**config.mk**
```make
export PLATFORM = sky130hd
export DESIGN_NAME = dsc_compare
export DESIGN_NICKNAME = d
export VERILOG_FILES = /design/src/rtl/dsc_pkg.sv /design/src/rtl/dsc_compare.sv
export SDC_FILE = /design/constraint.sdc
export NUM_CORES = 1
export LEC_CHECK = 0
export ABC_AREA = 0
export BUFFER_PORTS_ARGS = -buffer_cell sky130_fd_sc_hd__buf_2
export CAP_MARGIN = 10
export CELL_PAD_IN_SITES_DETAIL_PLACEMENT = 1
export CELL_PAD_IN_SITES_GLOBAL_PLACEMENT = 2
export CORE_MARGIN = 5
export CORE_UTILIZATION = 22
export DETAILED_ROUTE_END_ITERATION = 8
export PLACE_DENSITY_LB_ADDON = 0.1
export SLEW_MARGIN = 20
export SYNTH_ARGS = -nofsm -noshare
export SYNTH_HDL_FRONTEND = slang
export SYNTH_SLANG_ARGS = --single-unit
export TNS_END_PERCENT = 1
```
**constraint.sdc**
```tcl
create_clock -name vclk -period 2.9
set_input_delay 0.145 -clock vclk [all_inputs]
set_output_delay 0.145 -clock vclk [all_outputs]
set_load 0.05 [all_outputs]
```
**src/rtl/dsc_pkg.sv**
```systemverilog
// Package: shared types and constants for the double sortedness checker.
`default_nettype none
package dsc_pkg;
  localparam int unsigned RUN_W = 17;
  localparam int unsigned CFG_IDX_W = 2;

  typedef enum logic [1:0] {
    CLS_NUMBER  = 2'd0,
    CLS_MISSING = 2'd1,
    CLS_NAN     = 2'd2
  } cls_t;

  typedef enum logic [1:0] {
    VERDICT_SORTED   = 2'd0,
    VERDICT_REVERSED = 2'd1,
    VERDICT_UNSORTED = 2'd2
  } verdict_t;

  localparam logic [CFG_IDX_W-1:0] REG_DESCENDING   = 2'd0;
  localparam logic [CFG_IDX_W-1:0] REG_MISSING_LAST = 2'd1;
  localparam logic [CFG_IDX_W-1:0] REG_NAN_APART    = 2'd2;

  // Comparison result of current element against previous.
  typedef enum logic [1:0] {
    ORD_LT = 2'd0,
    ORD_EQ = 2'd1,
    ORD_GT = 2'd2
  } ord_t;

  typedef struct packed {
    logic descending;
    logic missing_last;
    logic nan_apart;
  } cfg_t;

  typedef struct packed {
    logic [63:0] value_bits;
    logic        last;
  } in_item_t;

  typedef struct packed {
    logic             run_closed;
    logic [RUN_W-1:0] run_length;
    logic             done_res;
    logic [1:0]       verdict;
  } out_item_t;
endpackage
`default_nettype wire

```
**src/rtl/dsc_compare.sv**
```systemverilog
// Module: classifies a double and orders it against the previous element.
`default_nettype none
module dsc_compare (
  input  wire logic [63:0]   x_bits,
  input  wire logic [63:0]   y_bits,
  input  wire dsc_pkg::cls_t y_cls,
  input  wire dsc_pkg::cfg_t cfg,
  output dsc_pkg::cls_t      x_cls,
  output dsc_pkg::ord_t      ord
);
  logic x_nan;
  logic x_zero, y_zero;
  logic mag_lt, mag_eq;
  logic num_lt, num_gt;
  dsc_pkg::ord_t raw;

  assign x_nan  = (x_bits[62:52] == 11'h7FF) && (x_bits[51:0] != 52'd0);
  assign x_zero = (x_bits[62:0] == 63'd0);
  assign y_zero = (y_bits[62:0] == 63'd0);
  assign mag_lt = x_bits[62:0] < y_bits[62:0];
  assign mag_eq = x_bits[62:0] == y_bits[62:0];

  always_comb begin
    if (!x_nan) x_cls = dsc_pkg::CLS_NUMBER;
    else if (x_bits[31:0] == 32'd1954) x_cls = dsc_pkg::CLS_MISSING;
    else x_cls = dsc_pkg::CLS_NAN;
  end

  // Sign-magnitude compare; both zeros tie.
  always_comb begin
    num_lt = 1'b0;
    num_gt = 1'b0;
    if (!(x_zero && y_zero)) begin
      unique case ({x_bits[63], y_bits[63]})
        2'b00: begin num_lt = mag_lt; num_gt = !mag_lt && !mag_eq; end
        2'b11: begin num_gt = mag_lt; num_lt = !mag_lt && !mag_eq; end
        2'b10: num_lt = 1'b1;
        2'b01: num_gt = 1'b1;
        default: ;
      endcase
    end
  end

  // Non-number ordering: missing_last places NA/NaN after numbers.
  always_comb begin
    logic na_hi;
    na_hi = cfg.missing_last;
    raw = dsc_pkg::ORD_EQ;
    if (x_cls == dsc_pkg::CLS_NUMBER) begin
      if (y_cls == dsc_pkg::CLS_NUMBER) begin
        if (num_lt) raw = cfg.descending ? dsc_pkg::ORD_GT : dsc_pkg::ORD_LT;
        else if (num_gt) raw = cfg.descending ? dsc_pkg::ORD_LT : dsc_pkg::ORD_GT;
      end else begin
        raw = na_hi ? dsc_pkg::ORD_LT : dsc_pkg::ORD_GT;
      end
    end else if (y_cls == dsc_pkg::CLS_NUMBER) begin
      raw = na_hi ? dsc_pkg::ORD_GT : dsc_pkg::ORD_LT;
    end else if (x_cls != y_cls && cfg.nan_apart) begin
      // Missing sits beyond NaN on the same side; NaN lies next to the numbers.
      if (x_cls == dsc_pkg::CLS_MISSING) raw = na_hi ? dsc_pkg::ORD_GT : dsc_pkg::ORD_LT;
      else raw = na_hi ? dsc_pkg::ORD_LT : dsc_pkg::ORD_GT;
    end
  end

  assign ord = raw;
endmodule
`default_nettype wire

```
* Word level (Yosys, flattened, before mapping)
Index checks and enable logic that the tools add are counted.
** Storage, ports and cells
- Bits in read-only memories :: 0
- Memories :: 0
- Bits in writable memories :: 0
- Output and inout port bits :: 4
- Latch bits :: 0
- Register bits after elaboration :: 0
** Operators by class
- Divide/modulo/power cells :: 0
- Reductions and logical operators :: 12
- Shifts and indexed selects :: 0
- Magnitude comparators :: 1
- Muxes and demuxes :: 17
- $add $sub $neg :: 0
- Bitwise gates (word level) :: 0
- $mul :: 0
- Eq/ne operators :: 8
** Operators with widths (count)
- $logic_not 63->1 :: 2
- $eq 63x63->1 :: 1
- $lt 63x63->1 :: 1
- $reduce_bool 52->1 :: 1
- $eq 32x11->1 const B :: 1
- $mux 2 :: 13
- $eq 11x11->1 const B :: 1
- $logic_not 2->1 :: 3
- $pmux 1 s3 :: 2
- $eq 2x1->1 const B :: 2
- $eq 2x2->1 const B :: 2
- $logic_and 1x1->1 :: 4
- $logic_not 1->1 :: 2
- $mux 1 :: 2
- $ne 2x2->1 :: 1

* Logic depth before layout (Yosys ltp)
Gate-level depths: netlist of run 1.
- Word-level depth :: 9
- Mapped depth :: 9
- Mapped depth without buffers :: 9

* Least setup slack after synthesis of run 1
OpenSTA, ideal clock, no wires.
- Path type :: input-to-output
- Start :: input y_bits[61]
- End :: output ord[0]
- Buffers on the path :: 0
- Setup slack :: 0.414 ns
- Data arrival time :: 2.341 ns
- Cell stages on the path :: 9
- Data required time :: 2.755 ns
- Cells stage by stage :: inv_1 > ha_1 > nand4_1 > nor4_2 > nand4_2 > nor4_2 > a2111oi_1 > o41ai_1 > a31o_1
** On the way
- Word-level cells in the longest chain between the ends :: 9
- Elaborated cells between the ends (all ways) :: 15
- Those cells by class :: order compare: 1; eq/ne: 1; mux: 8; reduce/logical: 5
** RTL lines
- start: declaration :: RTL line dsc_compare.sv:5 : input wire logic [63:0] y_bits,
- $lt 63x63->1 or $eq 63x63->1 (tied branches) :: RTL line dsc_compare.sv:20, dsc_compare.sv:21
- $logic_not 1->1 :: RTL line dsc_compare.sv:35, dsc_compare.sv:36
- $logic_and 1x1->1 :: RTL line dsc_compare.sv:35, dsc_compare.sv:36
- $pmux 1 s3 :: RTL line dsc_compare.sv:34 : unique case ({x_bits[63], y_bits[63]})
- $mux 1 :: RTL line dsc_compare.sv:33 : if (!(x_zero && y_zero)) begin
- $mux 2 :: RTL line dsc_compare.sv:52 : else if (num_gt) raw = cfg.descending ? dsc_pkg::ORD_LT : dsc_pkg::ORD_GT;
- $mux 2 * :: RTL line dsc_compare.sv:51 : if (num_lt) raw = cfg.descending ? dsc_pkg::ORD_GT : dsc_pkg::ORD_LT;
- $mux 2 * :: RTL line dsc_compare.sv:50 : if (y_cls == dsc_pkg::CLS_NUMBER) begin
- $mux 2 * :: RTL line dsc_compare.sv:49 : if (x_cls == dsc_pkg::CLS_NUMBER) begin
- end: declaration :: RTL line dsc_compare.sv:9 : output dsc_pkg::ord_t ord
Mark *: on every way between the ends. The rest lies on a longest branch, timed or not.

* Final worst setup path of run 1
- Start :: input x_bits[58]
- End :: output ord[1]
** On the way
- Word-level cells in the longest chain between the ends :: 9
- Elaborated cells between the ends (all ways) :: 25
- Those cells by class :: order compare: 1; eq/ne: 4; mux: 12; reduce/logical: 8
** RTL lines
- start: declaration :: RTL line dsc_compare.sv:4 : input wire logic [63:0] x_bits,
- $lt 63x63->1 or $eq 63x63->1 (tied branches) :: RTL line dsc_compare.sv:20, dsc_compare.sv:21
- $logic_not 1->1 :: RTL line dsc_compare.sv:35, dsc_compare.sv:36
- $logic_and 1x1->1 :: RTL line dsc_compare.sv:35, dsc_compare.sv:36
- $pmux 1 s3 :: RTL line dsc_compare.sv:34
- $mux 1 :: RTL line dsc_compare.sv:33
- $mux 2 :: RTL line dsc_compare.sv:52
- $mux 2 :: RTL line dsc_compare.sv:51
- $mux 2 :: RTL line dsc_compare.sv:50
- $mux 2 * :: RTL line dsc_compare.sv:49
Marks and branches as above.

==> metrics.txt, run 1 <==
Post-Syn Nets=495; vias per cell=4.898; drt drc=0; share of cells above drive strength 1=0.3417; total number of vias=2694; synth top area cells=ha_1 38%, inv_1 12%, nor4_1 11%, nand4_1 5.8%, a21oi_1 5.6%; M1 WL=4.152 mm; first-pass GRT wire length=14.30 mm; cell count after synthesis=299; vias in the first global route=2931; cell taking the most area after synthesis=ha_1; most common cell after layout, fill and taps aside=buf_2; Routed Antenna Nets=0; Pre-Repair DR Iteration Count=4; initial antenna violation count=0; RSZ-0062 raised after global routing=no; # hold bufs at CTS=0; CP max stage cell=nor4_4; area of the core=9196 sq um; largest net degree at the start of global routing=9; Final #Nets=637; synth unique cells=38; met3 WL=545 microns; Final Core Density=0.3231; PwrDens=124.4 nW/um^2; I/O pin cnt=137; top cell type's share of synthesized area=0.3818; gp weighted congestion=0.7859; maximum VDD drop=0.03447 mV; Worst setup SP type=primary input; port bufs=137; final worst-path cycle share=0.9513; HPWL after DPL=8.687 mm; area delta synth->final=43.94%; Die Wd=106.9 microns; Hold WC Path Type=in -> out; Max Cap Violations=0; CP top delay family=simple AND/OR/NAND/NOR gates; Buf/Inv on CP=2; GRT Util Overall=0.1536; max frequency=0.3625 GHz; crit path cell chain=buf_2 -> ha_1 -> nand4_1 -> nor4_4 -> nand4_4 -> nor4_4 -> a2111oi_4 -> o2111a_1 -> a221o_1 -> buf_2; worst slew pin tran=0.5242 ns; slew margin rel.=0.6473; Crit. End Element=output pin; Yosys warning total=0; # diodes=0; most frequent cells in the layout=137 x buf_2, 65 x inv_1, 63 x ha_1, 35 x nor4_1, 23 x a21oi_1; Worst EP arrival=2.61 ns; routed len/inst=16.48 microns; register area=0 sq um; Cell Rows=35; Syn Area/Cell=6.905 sq um; sequential area share after synthesis=0; Final Hold Viols=0; critical path peak fanout=4; initial DRC count=52; Post-Syn Area=2064 sq um; gr ovfl total=0; total routed wirelength=9.064 mm; CLK BUF=0; DIE HEIGHT=106.9 microns; Pwr Total=369.6 uW; DR top layer=met3; die area=11420 sq um; outcome=completed; CP max stage delay=0.37 ns; Final min period=2.759 ns; Starting Density=0.2245; Seq cells=0; Max Slew Vio Count=0; data required time of the critical path=2.76 ns; met2 WL post-DR=4.366 mm; Setup-failing EPs final=0; Worst Path Class, Setup=in -> out; Leak=0.001693 uW
==> tightest hold or removal path: stages <==
cell and delay, ns:
buf_2 0.10, a221o_1 0.14, buf_2 0.26
==> cell families after synthesis <==
group	Yosys count	share of synthesized area
compound gates	54	0.1655
buf+inv	66	0.1200
mux	1	0.004849
fa+ha+maj	63	0.3818
simple gates	112	0.3151
xor+xnor	3	0.01273
==> layer usage <==
layer	vias to the layer above	GRT usage
li1	1403	-
met1	1221	0.2063
met2	70	0.2770
met3	0	0.02167
met4	0	0
met5	-	0
==> report_power, final <==
part / switching, uW / leakage (uW) / internal [uW]
sequential: 0 / 0 / 0
combinational: 202 / 0.00169 / 168
clock: 0 / 0 / 0
==> worst paths after layout <==
kind / start / endpoint / slack [ns] / depth (start not counted)
min: y_cls[1] / ord[1] / 0.79 / 3
max: x_bits[58] / ord[1] / 0.14 / 10
==> synth_stat cells (all sizes together) (2+ instances only) <==
master	count
a211oi	4
a21o	2
a21oi	23
a221oi	4
and3	2
ha	63
inv	65
nand2	20
nand2b	2
nand3	11
nand4	21
nor2	11
nor3	3
nor4	38
o21ai	9
xnor2	2
==> area by class of cell <==
| class | instances | area, sq um |
|---|---|---|
| timing repair buffer | 141 | 715.7 |
| fill | 1220 | 6225 |
| multi-input combinational | 233 | 1873 |
| tap | 111 | 138.9 |
| inverter | 65 | 244.0 |
==> through the flow <==
step / std cells / hold WS (ns) / setup WS (ns) / TNS, ns / cell area, sq um
CTS: 548 / 0.7886 / 0.01394 / 0 / 2900
global route: 550 / 0.8242 / 0.004548 / 0 / 2972
global placement: 548 / 0.7860 / 0.08120 / 0 / 2900
floorplan: 299 / 0.6523 / 0.4145 / 0 / 2064
finish: 550 / 0.7910 / 0.1413 / 0 / 2972
detailed placement: 548 / 0.7896 / -0.005475 / -0.005475 / 2900
==> what timing repair did <==
| item | in CTS | in global routing |
|---|---|---|
| pin swaps | 1 | 4 |
| endpoints found under the setup margin | 1 | 2 |
| buffers inserted | 0 | 2 |
| cloned | 0 | 0 |
| resized for setup | 0 | 7 |
| endpoints found under the hold margin | 0 | 0 |
Power figures use the tool's default switching activity.
==> inputs of run 2 (changes only) <==
==> constraint.sdc (replaced) <==
create_clock -name vclk -period 2.9
set_input_delay 0.58 -clock vclk [all_inputs]
set_output_delay 0.58 -clock vclk [all_outputs]
set_load 0.05 [all_outputs]
==> run 2 against run 1 <==
  * Critical path depth up 3
  * First-iteration DRC count down 31%
  * Die area unchanged
  * Setup slack worse by 0.73 ns
  * The run now ends with negative setup slack left
  * Routed wire length up 8.7%
  * Critical path type unchanged
  * Power up 42%
  * Via count up 16%
  * Sequential cell count unchanged
==> metrics.txt, run 2 (synthesized netlist as in run 1, its figures left out) <==
outcome=complete, but fails checks; failing checks=negative setup slack; drt drc=0; Final Core Density=0.4429; initial DRC count=36; most used cell along the critical path=buf_4; Pre-Repair DR Iteration Count=4; total routed wirelength=9.849 mm; CP max stage delay=0.35 ns; pre-CTS setup slack=-0.7943 ns; slew margin rel.=0.6865; Die Wd=106.9 microns; Inst Count DP=651; crit path cell chain=buf_2 -> inv_1 -> ha_4 -> nand4_4 -> nor4_4 -> buf_4 -> a221oi_1 -> a211oi_1 -> buf_4 -> a2111oi_4 -> o2111a_1 -> a221o_2 -> buf_8; Leak=0.002224 uW; port bufs=137; Worst EP arrival=2.91 ns; Crit. End Element=output pin; Worst setup SP type=primary input; register area=0 sq um; HPWL after DPL=9.232 mm; worst slew pin tran=0.4659 ns; routed len/inst=15.01 microns; initial antenna violation count=0; Routed Antenna Nets=0; GRT Util Overall=0.1685; total number of vias=3119; Final Hold Viols=0; final worst-path cycle share=1.204; largest net degree at the start of global routing=8; Final min period=3.492 ns; RSZ-0062 raised after global routing=yes; PwrDens=128.9 nW/um^2; fin cells=656; max frequency=0.2864 GHz; first-pass GRT wire length=16.04 mm; CP max stage cell=a221o_2; worst hold slack=1.571 ns; area of the core=9196 sq um; die area=11420 sq um; Cell Rows=35; Worst Path Class, Setup=in -> out; most common cell after layout, fill and taps aside=buf_2; gp weighted congestion=0.8431; CLK BUF=0; maximum VDD drop=0.05503 mV; Pwr Total=525.0 uW; final worst setup slack=-0.5918 ns; Setup-failing EPs final=2; Max Cap Violations=0; Hold WC Path Type=in -> out; # diodes=0; critical path peak fanout=3; data required time of the critical path=2.32 ns; vias in the first global route=3446; Max Slew Vio Count=0; vias per cell=4.755; Starting Density=0.2245; most frequent cells in the layout=127 x buf_2, 111 x buf_4, 57 x inv_1, 51 x ha_1, 30 x nor4_1; share of cells above drive strength 1=0.5303; DIE HEIGHT=106.9 microns; gr ovfl total=0; Final #Nets=743; I/O pin cnt=137; area delta synth->final=97.27%; Seq cells=0
==> run 2: cell types whose count changed in the layout (fill, tap and decap cells not counted), moves of 5 or more <==
cell	previous run	this run
nor4_2	0	5
buf_4	4	111
ha_4	0	12
inv_1	65	57
ha_1	63	51
buf_2	137	127
nor4_1	35	30
buf_6	0	7
==> run 2: power by group <==
group / total, uW / leakage (uW) / switching (uW) / internal (uW)
sequential: 0 / 0 / 0 / 0
combinational: 525 / 0.00222 / 241 / 284
clock: 0 / 0 / 0 / 0
total: 525 / 0.00222 / 241 / 284
==> run 2: repair_timing <==
| item | 4_1_cts | 5_1_grt |
|---|---|---|
| buffers inserted | 5 | 0 |
| endpoints found under the setup margin | 4 | 4 |
| cloned | 0 | 0 |
| hold buffers | 0 | 0 |
| pin swaps | 19 | 3 |
| resized for setup | 34 | 10 |
==> run 2: cell type report <==
class | instances | area (sq um)
timing repair buffer | 247 | 1578
inverter | 65 | 269.0
fill | 1195 | 5124
tap | 111 | 138.9
multi-input combinational | 233 | 2087
==> run 2: path summary, 6_finish.rpt <==
path,startpoint,cells after the start,to,slack (ns)
max,y_bits[54],13,ord[1],-0.59
min,y_cls[1],3,ord[1],1.57
==> run 2: stage by stage <==
step	TNS (ns)	instance area [sq um]
floorplan	-0.5618	2181
finish	-1.108	4073
CTS	-1.189	4021
global placement	-1.816	3790
global route	-1.525	4073
detailed placement	-2.063	3790
==> run 2: critical path, delay by kind of cell <==
family	cells	cell delay (ns)
buf+inv	5	0.65
compound gates	5	0.96
simple gates	2	0.45
fa+ha+maj	1	0.29
==> run 2: routing by layer <==
layer  part of all wire  wire (microns)  track usage
met1               0.44            4316       0.2154
met2               0.51            5050       0.3206
met4                  0               0     0.001826
met3              0.049             483      0.01806
met5                  0               0            0
